$ cat src/wpr_pkg.sv
package wpr_pkg;

    localparam int NODES     = 64;
    localparam int IDX_W     = 6;
    localparam int CNT_W     = 7;
    localparam int FRAC_BITS = 24;
    localparam int RANK_W    = FRAC_BITS + 1;
    localparam int ISC_W     = 13;
    localparam int OSD_W     = 14;
    localparam int WA_W      = 14;
    localparam int DEN_W     = ISC_W + OSD_W;
    localparam int NUM_W     = RANK_W + WA_W;
    localparam int DIFF_W    = RANK_W + IDX_W;
    localparam int DAMP_W    = 17;
    localparam int THR_W     = 25;
    localparam int ITER_W    = 10;
    localparam int CFG_W     = 25;
    localparam int CFG_IDX_W = 2;
    localparam int PROD_W    = DAMP_W + RANK_W;

    localparam logic [RANK_W-1:0] ONE_FX    = RANK_W'(1) << FRAC_BITS;
    localparam logic [DAMP_W-1:0] DAMP_ONE  = DAMP_W'(65536);

    localparam logic [CFG_IDX_W-1:0] CFG_NODE_COUNT = 2'd0;
    localparam logic [CFG_IDX_W-1:0] CFG_DAMPING    = 2'd1;
    localparam logic [CFG_IDX_W-1:0] CFG_THRESHOLD  = 2'd2;
    localparam logic [CFG_IDX_W-1:0] CFG_ITER_LIMIT = 2'd3;

    typedef struct packed {
        logic [NODES-1:0]  col;
        logic [CNT_W-1:0]  indeg;
        logic [CNT_W-1:0]  outdeg;
        logic [ISC_W-1:0]  isc;
        logic [OSD_W-1:0]  osd;
        logic [RANK_W-1:0] rprev;
        logic [RANK_W-1:0] rcur;
    } node_word_t;

    typedef struct packed {
        logic col;
        logic deg;
        logic score;
        logic rprev;
        logic rcur;
    } node_wmask_t;

    typedef struct packed {
        logic [IDX_W-1:0] row_raddr;
        logic             row_we;
        logic [IDX_W-1:0] row_waddr;
        logic [NODES-1:0] row_wdata;
        logic [IDX_W-1:0] node_raddr;
        node_wmask_t      node_wmask;
        logic [IDX_W-1:0] node_waddr;
        node_word_t       node_wdata;
    } mem_req_t;

    typedef struct packed {
        logic             start;
        logic [NUM_W-1:0] num;
        logic [DEN_W-1:0] den;
    } div_req_t;

    typedef struct packed {
        logic             busy;
        logic             done;
        logic [NUM_W-1:0] quot;
    } div_rsp_t;

    typedef enum logic [5:0] {
        ST_CLEAR, ST_IDLE, ST_LD_WR,
        ST_DEG_RD, ST_DEG_LAT, ST_DEG_CNT, ST_DEG_WR,
        ST_SC_RD, ST_SC_LAT, ST_SC_CHK, ST_SC_ACC, ST_SC_WR,
        ST_IN1_GO, ST_IN1_WT, ST_IN2_GO, ST_IN2_WT, ST_INIT_WR,
        ST_IT_RD, ST_IT_LAT, ST_IT_CHK, ST_IT_MUL1, ST_IT_MUL2,
        ST_IT_DGO, ST_IT_DWT, ST_IT_RK1, ST_IT_RK2,
        ST_DF_RD, ST_DF_ACC, ST_DF_CHK,
        ST_SO_RD, ST_SO_CMP, ST_SO_EMIT, ST_SO_WAIT
    } state_t;

    // zero out-degree counts as one half, doubled
    function automatic logic [CNT_W:0] wcount(input logic [CNT_W-1:0] deg);
        logic [CNT_W:0] w;
        w = (deg == '0) ? (CNT_W+1)'(1) : {deg, 1'b0};
        return w;
    endfunction

endpackage

$ cat src/wpr_div.sv
module wpr_div
    import wpr_pkg::*;
(
    input  logic     aclk,
    input  logic     aresetn,
    input  div_req_t req,
    output div_rsp_t rsp
);

    localparam int STEP_W = $clog2(NUM_W + 1);

    logic              busy_reg;
    logic              done_reg;
    logic [STEP_W-1:0] cnt_reg;
    logic [NUM_W-1:0]  q_reg;
    logic [DEN_W-1:0]  rem_reg;
    logic [DEN_W-1:0]  den_reg;

    logic [DEN_W:0]   rem_sh;
    logic [DEN_W:0]   rem_sub;
    logic             qbit;
    logic [DEN_W-1:0] rem_next;

    assign rem_sh   = {rem_reg, q_reg[NUM_W-1]};
    assign rem_sub  = rem_sh - {1'b0, den_reg};
    assign qbit     = rem_sh >= {1'b0, den_reg};
    assign rem_next = qbit ? rem_sub[DEN_W-1:0] : rem_sh[DEN_W-1:0];

    always_ff @(posedge aclk) begin
        if (!aresetn) begin
            busy_reg <= 1'b0;
            done_reg <= 1'b0;
            cnt_reg  <= '0;
        end else begin
            done_reg <= 1'b0;
            if (req.start) begin
                busy_reg <= 1'b1;
                cnt_reg  <= STEP_W'(NUM_W);
            end else if (busy_reg) begin
                cnt_reg <= cnt_reg - STEP_W'(1);
                if (cnt_reg == STEP_W'(1)) begin
                    busy_reg <= 1'b0;
                    done_reg <= 1'b1;
                end
            end
        end
    end

    // quotient bits shift in where the dividend shifts out
    always_ff @(posedge aclk) begin
        if (req.start) begin
            q_reg   <= req.num;
            rem_reg <= '0;
            den_reg <= req.den;
        end else if (busy_reg) begin
            q_reg   <= {q_reg[NUM_W-2:0], qbit};
            rem_reg <= rem_next;
        end
    end

    assign rsp.busy = busy_reg;
    assign rsp.done = done_reg;
    assign rsp.quot = q_reg;

endmodule

$ cat config.mk
export PLATFORM = sky130hd
export DESIGN_NAME = wpr_div
export DESIGN_NICKNAME = d
export VERILOG_FILES = /design/src/wpr_pkg.sv /design/src/wpr_div.sv
export SDC_FILE = /design/constraint.sdc
export NUM_CORES = 1
export LEC_CHECK = 0
export BUFFER_PORTS_ARGS = -buffer_cell sky130_fd_sc_hd__buf_2
export CORE_MARGIN = 2
export CORE_UTILIZATION = 50
export CTS_CLUSTER_DIAMETER = 30
export DETAILED_ROUTE_END_ITERATION = 8
export GPL_TIMING_DRIVEN = 0
export MAX_ROUTING_LAYER = met4
export PLACE_DENSITY = 0.76
export RECOVER_POWER = 50
export SETUP_SLACK_MARGIN = 0.02
export SYNTH_ARGS = -nofsm -noshare
export SYNTH_HDL_FRONTEND = slang
export SYNTH_SLANG_ARGS = --single-unit
$ cat constraint.sdc
create_clock -name aclk -period 3 [get_ports aclk]
set_clock_uncertainty 0.05 [all_clocks]
set_input_delay 0.45 -clock aclk [delete_from_list [all_inputs] [get_ports aclk]]
set_output_delay 0.45 -clock aclk [all_outputs]
set_load 0.02 [all_outputs]
-- Yosys cells after proc, flatten, opt, wreduce, memory -nomap -nowiden
Index checks and enable logic that the tools add are counted.
- add/subtract/negate cells: 2
- magnitude comparators: 1
- equality and inequality tests: 1
- muxes and demuxes: 9
- bitwise operators: 2
- reduce and logical (&&, ||, !) cells: 3
- operators with widths (kind ; count):
    2-to-1 mux 39 bit ; 2
    >= comparator 28 x 27 -> 1 bit ; 1
    2-to-1 mux 27 bit ; 1
    subtractor 27 bit ; 1
    2-to-1 mux 6 bit ; 2
    equality test 6 x 1 -> 1 bit (second input constant) ; 1
    subtractor 6 x 1 -> 6 bit (second input constant) ; 1
    2-to-1 mux 1 bit ; 4
    OR reduction 3 bit ; 1
    NOT 1 bit ; 2
    nonzero test 2 bit ; 1
    OR reduction 2 bit ; 1
- flip-flop bits (word level): 101
- bits of input ports: 69
- output and inout port bits: 41
- word-level logic and storage cells: 25

-- Longest topological paths before layout
- depth in word-level cells: 4
- depth in mapped cells: 13

-- Worst setup path before layout
Ideal clock, no wire load.
- path kind: reg2reg
- start point: reg q_reg[38]
- end point: reg rem_reg[9]
- setup time: 0.072 ns
- data arrival time: 2.945 ns
- path slack: -0.067 ns
- cell stages (with the launch flop): 13
- buffers on the path: 1
- clock period less this slack: 3.067 ns
- cells stage by stage: edfxtp_1 -> inv_1 -> ha_1 -> fa_1 -> nand2b_1 -> a21oi_1 -> o41a_1 -> a31o_4 -> a211oi_4 -> or2_1 -> buf_6 -> or4_1 -> a21oi_1
- cells in the longest elaborated chain, start to end: 2
- elaborated cells between the ends (all ways): 3
- those cells by class: add/sub: 1; order compare: 1; mux: 1
- RTL lines (item ; RTL line ; text):
    from (decl) ; wpr_div.sv:15 ; logic [NUM_W-1:0] q_reg;
    from (signal assigned) ; wpr_div.sv:52 ; q_reg <= req.num;
    from (signal assigned) ; wpr_div.sv:56 ; q_reg <= {q_reg[NUM_W-2:0], qbit};
    subtractor 27 bit / >= comparator 28 x 27 -> 1 bit (equally long branches) ; wpr_div.sv:25, wpr_div.sv:26 ;
    2-to-1 mux 27 bit * ; wpr_div.sv:27 ; assign rem_next = qbit ? rem_sub[DEN_W-1:0] : rem_sh[DEN_W-1:0];
    to (signal assigned) ; wpr_div.sv:57 ; rem_reg <= rem_next;
    to (decl) ; wpr_div.sv:16 ; logic [DEN_W-1:0] rem_reg;
Every way passes the cells marked *; elsewhere a longest branch is shown, timed or not.
A chain may end at the register's enable or synchronous reset.

-- Worst setup path after layout
- start point: reg den_reg[0]
- end point: reg rem_reg[9]
- cells in the longest elaborated chain, start to end: 2
- elaborated cells between the ends (all ways): 3
- those cells by class: add/sub: 1; order compare: 1; mux: 1
- RTL lines (item ; RTL line ; text):
    from (decl) ; wpr_div.sv:17 ; logic [DEN_W-1:0] den_reg;
    from (signal assigned) ; wpr_div.sv:54 ; den_reg <= req.den;
    subtractor 27 bit / >= comparator 28 x 27 -> 1 bit (equally long branches) ; wpr_div.sv:25, wpr_div.sv:26 ;
    2-to-1 mux 27 bit * ; wpr_div.sv:27 ;
Marks and branches as above.

==> metrics.cfg <==
[worst_setup_path]
critPathMaxFanout = 4
reg2reg_depth = 11
start_kind = flip-flop
reg2reg_to = rem_reg[9]
r2r-start = den_reg[0]
cp-end-kind = flip-flop
crit_arrival_ps = 3220
reg2reg_slack_ps = 60
cp_data_required_time_ps = 3280
crit_type = reg -> reg

[routing]
wire_per_inst_um = 17.2
drc = 0
vias_per_cell = 5.68
ant_nets = 0
drt_first_pass_iters = 7
vias = 4444
drt-initial-drc-count = 274
wl_um = 13400

[place]
gp_congestion = 0.948
port_buffers = 109
place_inst = 753
dp_hpwl_um = 9480

[hold_path]
worstHoldStart = req[25]
worstHoldEndpoint = den_reg[25]
hp-class = in -> reg
holdPathStages = 1

[logic_synthesis]
synth_top_area_share_pct = 35.9
syn_area_sq_mm = 0.00552
ys_top_cells_by_count = edfxtp_1, nand2_1, inv_1, mux2_2, dfxtp_1
synthCells = 504
async_reset_ff_share_pct = 0
yosysSeqAreaShare_pct = 48.6
ys_top_cells_by_area = edfxtp_1, dfxtp_1, mux2_2
syn_avg_cell_area_sq_um = 11.0
synth.net_count = 603
yosysMostFrequentCell = edfxtp_1
synth_edf_count = 66
yosys.area.top_type = edfxtp_1
ys_ff_latch = 101
ys.flop_type = edfxtp_1
yosysUniqueCellTypes = 63
yosysWarnings = 0

[floorplanning]
start_util_pct = 51.1
die_h_um = 109
row_count = 38
io_pins = 110
dieArea_sq_mm = 0.0119
core_sq_mm = 0.0108
die_width_um = 109

[grt]
grt_util_all_layers_pct = 23.6
antenna_found_initial = 0
grt_start_max_net_pins = 40
overflow = 0
grt_pass1_wl_um = 21100
grt_pass1_vias = 4469

[final_layout]
layout.cells.non_filler = 783
largest_reg_flops = 39
area_delta_synth_final_pct = 20.1
finalNetCount = 737
antenna_cells = 0
drive_gt1_share_pct = 28.8

[pwr]
totalPowerFinal_mw = 3.43
ir_worst_vdd_mv = 0.369
leakagePower_nw = 2.70
power_density_mw_per_mm2 = 517

[clocking]
cts_tree = built
htree_levels = 3
ctsLongestPathBuffers = 2
clk_latency_ps = 400
clk_root_buffer_cell = clkbuf_8
clkSinkCount = 101
clk_pin_slew_ps = 120
cts-hold-fix-buffers = 0
cts_buffers = 9

[timing]
rsz0062_at_grt = yes
setup_viol = 0
finalMaxSlewViolations = 0
clock.fmax_ghz = 0.341
period_share_pct = 97.9
hold_violations = 0
period_needed_ps = 2940
worst_pin_slew_ps = 805
slew_headroom_pct = 46.2

[outcome]
status = complete, no violations

[job]
drv_cap = 0

## through the flow
stage | hold WS [ps] | setup WS (ps) | cell area, sq um | setup TNS (ps) | util, %
floorplan | 404 | 24.4 | 5530 | 0 | -
global placement | 424 | -620 | 6250 | -15820 | 57.9
detailed placement | 429 | -612 | 6250 | -18700 | 57.9
CTS | 157 | 28.4 | 6530 | 0 | 60.5
global route | 155 | -35.3 | 6630 | -288 | 61.4
finish | 167 | 64.4 | 6630 | 0 | 61.4
## per-layer routing
| metal | track usage (%) | share of wire, % | up-vias |
|---|---|---|---|
| li1 | - | - | 2130 |
| met1 | 28.9 | 43 | 2154 |
| met2 | 38.4 | 50 | 136 |
| met3 | 4.66 | 5.0 | 24 |
| met4 | 9.07 | 2.0 | 0 |
| met5 | - | 0 | - |
## cells by family after synthesis
| group | count (synthesis) | share of synthesized area, % |
|---|---|---|
| compound gates | 122 | 17.3 |
| xor+xnor | 22 | 3.49 |
| fa+ha+maj | 30 | 6.94 |
| buf+inv | 59 | 4.67 |
| flops | 101 | 48.6 |
| mux | 40 | 8.12 |
| simple gates | 130 | 10.9 |
## power by group
group | switching (mW) | internal, mW | leakage, nW | total (mW)
Sequential | 0.0712 | 1.62 | 0.944 | 1.69
Clock | 0.547 | 0.329 | 0.101 | 0.877
Combinational | 0.501 | 0.361 | 1.65 | 0.862
## worst max-delay path by stage
stage | slack [ps] | to | depth (start not counted) | startpoint
after global placement | -620 | rem_reg[21] | 12 | q_reg[38]
after detailed placement | -610 | rem_reg[25] | 12 | q_reg[38]
after CTS | 30 | rem_reg[19] | 13 | q_reg[38]
final | 60 | rem_reg[9] | 11 | den_reg[0]
after floorplan | 20 | rem_reg[9] | 12 | q_reg[38]
after global routing | -40 | rem_reg[2] | 13 | q_reg[38]
## worst max-delay path, cell delays in order, from the launching register on
cell and delay (ps):
edfxtp_1 430, ha_2 210, fa_2 330, nand2b_4 170, a21oi_4 130, o41a_1 200
a31o_4 200, a211oi_4 70, or2_1 270, buf_2 170, or4_4 510, a21oi_2 120
## placed cells by master, fill, tap and decap left out, drive strengths merged, types with 5 or more instances in the layout
cell type	n
buf	89
edfxtp	66
clkbuf	64
nand2	47
inv	42
mux2	38
dfxtp	35
nor2	35
ha	29
a21oi	25
o21ai	20
xnor2	17
a311oi	15
a21o	11
nor3	9
and3	7
a211oi	7
nand2b	6
nand3	5
xor2	5
## final cells by class
| cell class | count | area [sq um] |
|---|---|---|
| clock buffer | 9 | 124 |
| fill | 924 | 4170 |
| buffer | 21 | 123 |
| tap | 140 | 175 |
| inverter | 38 | 143 |
| sequential | 101 | 2680 |
| timing repair buffer | 123 | 618 |
| multi-input combinational | 344 | 2690 |
| clock inverter | 7 | 73.8 |
## repair_timing
item                       in CTS  in global routing
gates cloned                    0                  2
setup endpoints to repair      26                 26
hold endpoints to repair        0                  0
pin swaps                       5                  9
setup buffers                   8                  4
resized for setup               5                 26
Power figures use the tool's default switching activity.
